--- config.mk ---
export PLATFORM = sky130hd
export DESIGN_NAME = ring_buffer_deque
export DESIGN_NICKNAME = d
export VERILOG_FILES = /design/src/rtl/rbd_pkg.sv /design/src/rtl/ring_buffer_deque.sv
export SDC_FILE = /design/constraint.sdc
export NUM_CORES = 1
export LEC_CHECK = 0
export BUFFER_PORTS_ARGS = -buffer_cell sky130_fd_sc_hd__buf_2
export CORE_ASPECT_RATIO = 1.2
export CORE_MARGIN = 4
export CORE_UTILIZATION = 30
export CTS_BUF_LIST = sky130_fd_sc_hd__clkbuf_8
export CTS_CLUSTER_DIAMETER = 200
export DETAILED_ROUTE_END_ITERATION = 10
export GPL_TIMING_DRIVEN = 0
export PLACE_DENSITY = 0.47
export SYNTH_ARGS = -nofsm -noshare
export SYNTH_HDL_FRONTEND = slang
export SYNTH_SLANG_ARGS = --single-unit
export TNS_END_PERCENT = 5
--- constraint.sdc ---
create_clock -name clk -period 6.45 [get_ports clk]
set_clock_uncertainty 0.05 [all_clocks]
set_input_delay 0.3225 -clock clk [delete_from_list [all_inputs] [get_ports clk]]
set_output_delay 0.3225 -clock clk [all_outputs]
set_load 0.02 [all_outputs]
--- src/rtl/rbd_pkg.sv ---
// Package for the ring buffer deque: sizes, command and status codes, payload types.
`timescale 1ns / 1ps
`default_nettype none

package rbd_pkg;

  localparam int DEPTH = 16;
  localparam int IDX_W = $clog2(DEPTH);
  localparam int CNT_W = $clog2(DEPTH + 1);
  localparam int CFG_W = 5;
  localparam int DATA_W = 32;
  localparam int CAP_RESET_INT = (DEPTH < 16) ? DEPTH : 16;
  localparam logic [CNT_W-1:0] CAP_RESET = CNT_W'(CAP_RESET_INT);

  typedef enum logic [2:0] {
    CMD_PUSH_FRONT = 3'd0,
    CMD_PUSH_BACK  = 3'd1,
    CMD_POP_FRONT  = 3'd2,
    CMD_POP_BACK   = 3'd3,
    CMD_PEEK_FRONT = 3'd4,
    CMD_PEEK_BACK  = 3'd5
  } cmd_code_t;

  typedef enum logic [1:0] {
    ST_OK    = 2'd0,
    ST_EMPTY = 2'd1,
    ST_FULL  = 2'd2
  } status_code_t;

  typedef enum logic {
    S_IDLE,
    S_EXEC
  } state_t;

  typedef struct packed {
    logic [2:0]               cmd;
    logic signed [DATA_W-1:0] push_value;
  } req_t;

  typedef struct packed {
    logic signed [DATA_W-1:0] read_value;
    logic [1:0]               status;
    logic [CNT_W-1:0]         count;
  } rsp_t;

endpackage

`default_nettype wire

--- src/rtl/ring_buffer_deque.sv ---
// Double-ended queue over a circular slot memory with a registered read port.
//
//  Channel   Signals                  Direction  Transfer
//  command   start, busy, req         in         start high and busy low at a clock edge
//  result    done, rsp                out        done high for one cycle, always taken
//  config    cfg_we, cfg_data         in         cfg_we high at a clock edge
//
// For each command the slot read is issued at the transfer edge and the
// read-modify-write of slots and indices happens in the following cycle, as the memory
// has one registered read port. The result shows the cycle after that,
// while the next command may already be transferred.
// Synchronous reset empties the queue and sets the capacity to sixteen; slot contents
// are not cleared. The receiver cannot stall, so the result is never held.
`timescale 1ns / 1ps
`default_nettype none

module ring_buffer_deque (
  input  wire logic                        clk,
  input  wire logic                        rst,
  input  wire logic                        start,
  output logic                             busy,
  input  wire rbd_pkg::req_t               req,
  output logic                             done,
  output rbd_pkg::rsp_t                    rsp,
  input  wire logic                        cfg_we,
  input  wire logic [rbd_pkg::CFG_W-1:0]   cfg_data
);

  localparam int IDX_W = rbd_pkg::IDX_W;
  localparam int CNT_W = rbd_pkg::CNT_W;
  localparam int DATA_W = rbd_pkg::DATA_W;

  rbd_pkg::state_t state, state_next;
  rbd_pkg::req_t   req_q;
  rbd_pkg::rsp_t   rsp_next;
  logic            done_next;

  logic [IDX_W-1:0] head, head_next;
  logic [IDX_W-1:0] tail, tail_next;
  logic [CNT_W-1:0] entry_count, entry_count_next;
  logic [CNT_W-1:0] capacity, capacity_cfg;

  logic [DATA_W-1:0] mem [rbd_pkg::DEPTH];
  logic [IDX_W-1:0]  raddr;
  logic [DATA_W-1:0] rdata;
  logic              ram_we;
  logic [IDX_W-1:0]  waddr;
  logic [DATA_W-1:0] wdata;

  logic accept;

  function automatic logic [IDX_W-1:0] wrap_up(input logic [IDX_W-1:0] i,
                                               input logic [CNT_W-1:0] cap);
    logic [CNT_W-1:0] n;
    n = CNT_W'(i) + CNT_W'(1);
    return (n >= cap) ? IDX_W'(0) : n[IDX_W-1:0];
  endfunction

  function automatic logic [IDX_W-1:0] wrap_down(input logic [IDX_W-1:0] i,
                                                 input logic [CNT_W-1:0] cap);
    logic [CNT_W-1:0] last;
    last = cap - CNT_W'(1);
    return (i == IDX_W'(0) || CNT_W'(i) >= cap) ? last[IDX_W-1:0] : i - IDX_W'(1);
  endfunction

  assign busy   = (state != rbd_pkg::S_IDLE);
  assign accept = start && !busy;

  // Front reads come from the head, back reads from the tail.
  assign raddr = (req.cmd == rbd_pkg::CMD_POP_FRONT || req.cmd == rbd_pkg::CMD_PEEK_FRONT)
               ? head : tail;

  always_ff @(posedge clk) begin
    if (ram_we) begin
      mem[waddr] <= wdata;
    end
    rdata <= mem[raddr];
  end

  always_comb begin
    if (cfg_data == '0) begin
      capacity_cfg = CNT_W'(1);
    end else if (32'(cfg_data) > 32'(rbd_pkg::DEPTH)) begin
      capacity_cfg = CNT_W'(rbd_pkg::DEPTH);
    end else begin
      capacity_cfg = CNT_W'(cfg_data);
    end
  end

  always_ff @(posedge clk) begin
    if (accept) begin
      req_q <= req;
    end
    rsp <= rsp_next;
  end

  always_ff @(posedge clk) begin
    if (rst) begin
      state       <= rbd_pkg::S_IDLE;
      done        <= 1'b0;
      head        <= '0;
      tail        <= '0;
      entry_count <= '0;
      capacity    <= rbd_pkg::CAP_RESET;
    end else begin
      state <= state_next;
      done  <= done_next;
      if (cfg_we) begin
        // A capacity write also empties the queue.
        capacity    <= capacity_cfg;
        head        <= '0;
        tail        <= '0;
        entry_count <= '0;
      end else begin
        head        <= head_next;
        tail        <= tail_next;
        entry_count <= entry_count_next;
      end
    end
  end

  always_comb begin
    state_next       = state;
    done_next        = 1'b0;
    head_next        = head;
    tail_next        = tail;
    entry_count_next = entry_count;
    ram_we           = 1'b0;
    waddr            = head;
    wdata            = req_q.push_value;
    rsp_next         = rsp;

    unique case (state)
      rbd_pkg::S_IDLE: begin
        if (accept) begin
          state_next = rbd_pkg::S_EXEC;
        end
      end
      rbd_pkg::S_EXEC: begin
        state_next          = rbd_pkg::S_IDLE;
        done_next           = 1'b1;
        rsp_next.read_value = '0;
        rsp_next.status     = rbd_pkg::ST_OK;
        case (req_q.cmd) inside
          rbd_pkg::CMD_PUSH_FRONT, rbd_pkg::CMD_PUSH_BACK: begin
            if (entry_count >= capacity) begin
              rsp_next.status = rbd_pkg::ST_FULL;
            end else begin
              ram_we           = 1'b1;
              entry_count_next = entry_count + CNT_W'(1);
              if (entry_count == '0) begin
                head_next = '0;
                tail_next = '0;
                waddr     = '0;
              end else if (req_q.cmd == rbd_pkg::CMD_PUSH_FRONT) begin
                head_next = wrap_down(head, capacity);
                waddr     = head_next;
              end else begin
                tail_next = wrap_up(tail, capacity);
                waddr     = tail_next;
              end
            end
          end
          rbd_pkg::CMD_POP_FRONT, rbd_pkg::CMD_POP_BACK,
          rbd_pkg::CMD_PEEK_FRONT, rbd_pkg::CMD_PEEK_BACK: begin
            if (entry_count == '0) begin
              rsp_next.status = rbd_pkg::ST_EMPTY;
            end else begin
              rsp_next.read_value = rdata;
              if (req_q.cmd == rbd_pkg::CMD_POP_FRONT) begin
                head_next        = wrap_up(head, capacity);
                entry_count_next = entry_count - CNT_W'(1);
              end else if (req_q.cmd == rbd_pkg::CMD_POP_BACK) begin
                tail_next        = wrap_down(tail, capacity);
                entry_count_next = entry_count - CNT_W'(1);
              end
            end
          end
          default: begin
          end
        endcase
        rsp_next.count = entry_count_next;
      end
      default: begin
        state_next = rbd_pkg::S_IDLE;
      end
    endcase
  end

  a_count_in_range: assert property (@(posedge clk) disable iff (rst)
    entry_count <= capacity)
    else $error("entry count exceeds capacity");

  a_done_after_exec: assert property (@(posedge clk) disable iff (rst)
    done |-> $past(state == rbd_pkg::S_EXEC))
    else $error("result strobe without an executed command");

  a_full_at_capacity: assert property (@(posedge clk) disable iff (rst)
    (done && rsp.status == rbd_pkg::ST_FULL) |-> (rsp.count == capacity))
    else $error("full status while below capacity");

  a_empty_zero: assert property (@(posedge clk) disable iff (rst)
    (done && rsp.status == rbd_pkg::ST_EMPTY) |-> (rsp.count == '0 && rsp.read_value == '0))
    else $error("empty status with entries or data");

  a_write_in_exec: assert property (@(posedge clk) disable iff (rst)
    ram_we |-> (state == rbd_pkg::S_EXEC))
    else $error("slot write outside execution");

endmodule

`default_nettype wire

* Word-level counts from Yosys, hierarchy flattened
Memories as Yosys holds them, arrays and structs flattened. A register that Yosys moved wholly into a read port is not among the register bits.
Index checks and enable logic that the tools add are counted.
** Cells by class
- $add $sub $neg :: 7
- $lt $le $gt $ge :: 6
- Equal/unequal tests :: 12
- Multiplexer cells :: 45
- Bitwise gates (word level) :: 2
- Reduce and logical (&&, ||, !) cells :: 19
** Operators with widths (count)
- 2-to-1 mux 4 bit :: 25
- 2-to-1 mux 5 bit :: 8
- >= comparator 5 bit :: 3
- subtractor 4 x 1 -> 4 bit, second input constant :: 3
- adder 4 x 1 -> 5 bit, second input constant :: 2
- >= comparator 4 x 5 -> 1 bit :: 2
- zero test 5 bit :: 2
- equality test 3 x 2 -> 1 bit, second input constant :: 3
- equality test 3 bit, second input constant :: 3
- 2-to-1 mux 1 bit :: 9
- zero test 4 bit :: 2
- OR reduction 4 bit :: 2
- AND reduction 7 bit :: 1
- inequality test 3 bit, second input constant :: 2
- AND reduction 6 bit :: 1
- nonzero test 2 bit :: 3
- adder 5 x 1 -> 5 bit, second input constant :: 1
- > comparator 5 bit, second input constant :: 1
- subtractor 5 x 1 -> 5 bit, second input constant :: 1
- 2-to-1 mux 2 bit :: 2
- inequality test 2 x 1 -> 1 bit, second input constant :: 2
- OR reduction 2 bit :: 2
- equality test 3 x 1 -> 1 bit, second input constant :: 1
- zero test 3 bit :: 1
- other kinds (6) :: 9
** Word-level totals
- Register bits :: 94
- Bits in writable memories :: 512
- Input bits :: 44
- Output and inout bits :: 41
- Word-level logic and storage cells :: 103
- Memories kept :: 1
** Memories
- mem :: words 16, width 32, rd ports 1, clocked after Yosys merged registers in 1, write ports 1, RTL line ring_buffer_deque.sv:43 : logic [DATA_W-1:0] mem [rbd_pkg::DEPTH];

* Longest topological paths before layout
- Depth after elaboration :: 8
- Gate-level depth with buffers :: 11
- Gate-level depth less buffers :: 10

* Worst setup path before layout
OpenSTA, ideal clock, no wires.
- Path kind :: register to register
- Start :: register tail[0]
- End :: memory mem[7][0], enable pin
- Library setup time :: 0.502 ns
- Arrival :: 5.492 ns
- Required time :: 5.898 ns
- Setup slack :: 0.406 ns
- Stages on the path, launching flop included :: 12
- Buffers on the path :: 2
- Period minus slack after synthesis :: 6.044 ns
- Path through :: dfxtp_1 > clkbuf_1 > inv_1 > clkbuf_1 > ha_1 > ha_1 > a21o_1 > a31oi_1 > o211ai_1 > nand2b_1 > a21boi_1 > nor4_1
** Between the ends
- Word-level cells in the longest chain between the ends :: 8
** RTL lines
- start: declaration :: RTL line ring_buffer_deque.sv:39 : logic [IDX_W-1:0] tail, tail_next;
- start signal: assignment :: RTL line ring_buffer_deque.sv:116 : tail <= tail_next;
- adder 4 x 1 -> 5 bit * :: RTL line ring_buffer_deque.sv:55 : n = CNT_W'(i) + CNT_W'(1);
- >= comparator 5 bit :: RTL line ring_buffer_deque.sv:56 : return (n >= cap) ? IDX_W'(0) : n[IDX_W-1:0];
- 2-to-1 mux 4 bit * :: RTL line ring_buffer_deque.sv:56
- 2-to-1 mux 4 bit * :: RTL line ring_buffer_deque.sv:155 : end else if (req_q.cmd == rbd_pkg::CMD_PUSH_FRONT) begin
- 2-to-1 mux 4 bit * :: RTL line ring_buffer_deque.sv:151 : if (entry_count == '0) begin
- 2-to-1 mux 4 bit * :: RTL line ring_buffer_deque.sv:146 : if (entry_count >= capacity) begin
- 2-to-1 mux 4 bit * :: RTL line ring_buffer_deque.sv:144 : case (req_q.cmd) inside
- 2-to-1 mux 4 bit * :: RTL line ring_buffer_deque.sv:133 : unique case (state)
- end: declaration :: RTL line ring_buffer_deque.sv:43
Mark *: on every way between the ends. The rest lies on a longest branch, timed or not.

* Worst setup path in the final report
- Start :: register tail[0]
- End :: memory mem[10][6], enable pin
The elaborated chain is that of the path after synthesis.

==> run_results.csv <==
group,metric,value,unit
worst_setup_path,crit_fanout,11,
layout,final_common_cell,"edfxtp_1",
die,dieArea,97060,um^2
worst_setup_path,worst_r2r_path_depth,14,
grt,grt_max_degree,36,
worst_setup_path,worstReg2RegStart,"tail[0]",
grt,grt_use_total,0.1733,
sta,fmax,189.6,MHz
synth,synth_ff_type,"edfxtp_1",
route,firstDrtPassIters,5,
worst_setup_path,crit_path_start,"tail[0]",
clocking,htreeDepth,3,
die,core_area,91140,um^2
sta,setup-violations-final,0,
synth,synth-edff-count,586,
sta,rsz0062_at_grt,"no",
synth,synth-seq-cells,638,
placement,portBuffers,83,
sta,slew_headroom,0.1658,
power_and_ir_drop,pwr_density_cell,271.3,nW/um^2
power_and_ir_drop,p_leak,11.46,nW
clocking,ctsHoldBuffers,51,
sta,fin_tns_setup,0,ns
die,die_height,340.5,um
clocking,cts-buffers-inserted,106,
route,wl,86.26,mm
sta,worstMarginPinSlew,1.247,ns
run_status,status,"finished clean",
worst_setup_path,path_class,"reg -> reg",
clocking,cts.path.max_buffers,3,
route,routedWlPerCell,23.65,um
layout,nets,2402,
layout,fill_cells,8868,
clocking,clk_pin_slew_worst_paths,0.07,ns
placement,dpl_cell_area,30330,um^2
sta,finalHoldViolations,0,
route,via_count,18850,
grt,antenna_found_initial,1,
hold_path,hp-class,"in -> reg",
synth,ys_types,69,
layout,final_area,33060,um^2
sta,finalCritPeriodShare,0.8176,
die,initial_core_util,0.3032,
placement,place_congestion,0.8298,
route,vias_per_cell,5.166,
worst_setup_path,worstReg2RegEnd,"mem[10][6]",
power_and_ir_drop,total_power,8.968,mW
grt,grt_remaining_overflow,0,
clocking,clock-root-buffer,"clkbuf_8",
die,fp.dieW,285.1,um
synth,yosysSeqAreaShare,0.6744,
clocking,cts_setup_buffers,0,
worst_setup_path,end_kind,"register",
layout,synthToLayoutAreaGrowth,19.63,%
worst_setup_path,rrSetupSlack,1.18,ns
synth,netlist_area,27640,um^2
die,io_pins,85,
synth,syn_inst,2030,
route,detail-route-antenna-nets,0,
clocking,cts_resized,0,
layout,layout-drive-gt1-share,0.1700,
sta,period_minus_slack,5.274,ns
power_and_ir_drop,vdd_drop_max,0.1357,mV
placement,dp.final_hpwl,61.40,mm
route,drc_errors,0,
clocking,clock_latency,0.74,ns
route,drt_iter0_drc,1573,
die,core.rowCount,121,
synth,synthArstFlopShare,0,
clocking,cts.sinks,638,
worst_setup_path,crit_required,6.81,ns
sta,whs,0.06051,ns
run,max_cap_viol_count,0,
synth,yosys_warnings,0,
worst_setup_path,critPathArrivalTime,5.64,ns
layout,final_cell_mix,"586 x edfxtp_1, 219 x nand2_1, 162 x a211oi_1",
worst_setup_path,start_kind,"register",
grt,grt_pass1_vias,19500,
synth,synth_nets,2106,
grt,grt_pass1_wl,126.6,mm
synth,avgSynthCellArea,13.61,um^2
worst_setup_path,cp-endpoint,"mem[10][6]",
clocking,cts_tree,"yes",
sta,drv_slew,0,
==> where the power goes <==
part | total (mW) | switching (mW) | internal [mW]
Combinational | 0.622 | 0.408 | 0.214
Sequential | 4.65 | 0.0762 | 4.57
Clock | 3.70 | 1.67 | 2.03
Total | 8.97 | 2.16 | 6.81
==> worst min-delay path by stage <==
stage / start / end / cells past startpoint
floorplan: req[32] / req_q[32] / 0
global placement: rdata[10] / rsp[17] / 1
detailed placement: rdata[4] / rsp[11] / 1
CTS: start / wdata[2] / 2
global route: start / wdata[2] / 2
finish: start / wdata[2] / 2
==> kinds of logic after synthesis <==
family | count (synthesis) | synth area share
compound gates | 509 | 0.1421
xor+xnor | 14 | 0.004437
fa+ha+maj | 32 | 0.01449
buf+inv | 191 | 0.02712
flops | 638 | 0.6744
mux | 77 | 0.03115
simple gates | 569 | 0.1063
==> per-stage QoR <==
stage	util	instances	worst slack (ns)
CTS	0.3627	3647	1.152
global placement	0.3247	3343	-3.861
global route	0.3627	3648	0.9545
floorplan	-	2030	0.4065
detailed placement	0.3328	3397	1.197
finish	0.3627	3648	1.176
==> cell usage after synthesis (all sizes together) (18+ instances only) <==
library cell    n  area [um^2]
edfxtp        586        17600
o32a           33        330.3
buf            45        201.4
a311oi         67        593.1
nand2         219        822.0
inv            23        86.33
nand3          39        195.2
mux2           72        810.8
o211ai         35        262.8
ha             32        400.4
nand2b         71        444.2
nor2           27        101.4
dfxtp          52         1041
o21ai          18        93.84
a21oi          88        444.2
a211o          36        315.3
a311o          33        330.3
and3          130        813.3
clkbuf        123        461.7
and2           35        219.0
a211oi        163         1229
==> worst max-delay path, stage by stage, from the launching register on <==
cell      delay, ns
dfxtp_1        0.37
clkbuf_1       0.36
inv_1          0.25
clkbuf_1       0.39
ha_1           0.47
ha_1           0.20
a21o_1         0.15
a31oi_1        0.23
o211ai_1       0.34
o32ai_4        0.52
buf_4          0.27
nor3b_2        0.67
buf_6          0.26
buf_6          0.18
buf_6          0.19
==> cell type report <==
type	instances	area (um^2)	area share
timing repair buffer	188	1559	0.04716
buffer	168	663.1	0.02006
inverter	23	86.33	0.002611
multi-input combinational	1201	8349	0.2525
antenna	1	2.502	0.00007569
sequential	638	18640	0.5639
clock buffer	127	1748	0.05287
clock inverter	72	471.7	0.01427
tap	1230	1539	0.04655
==> sequential cells by signal (all words and copies together), names as in the netlist, 3 cells and up <==
| register | count |
|---|---|
| capacity | 5 |
| entry_count | 5 |
| head | 4 |
| mem | 512 |
| rdata | 32 |
| req_q | 3 |
| rsp | 39 |
| tail | 4 |
| wdata | 32 |
==> layer usage <==
layer | global-route usage | part of all wire | vias up
li1 | - | - | 8592
met2 | 0.2987 | 0.49 | 611
met4 | 0.06834 | 0.033 | 0
met3 | 0.02572 | 0.052 | 160
met1 | 0.2194 | 0.42 | 9483
met5 | 0 | 0 | -
Power figures use the tool's default switching activity.
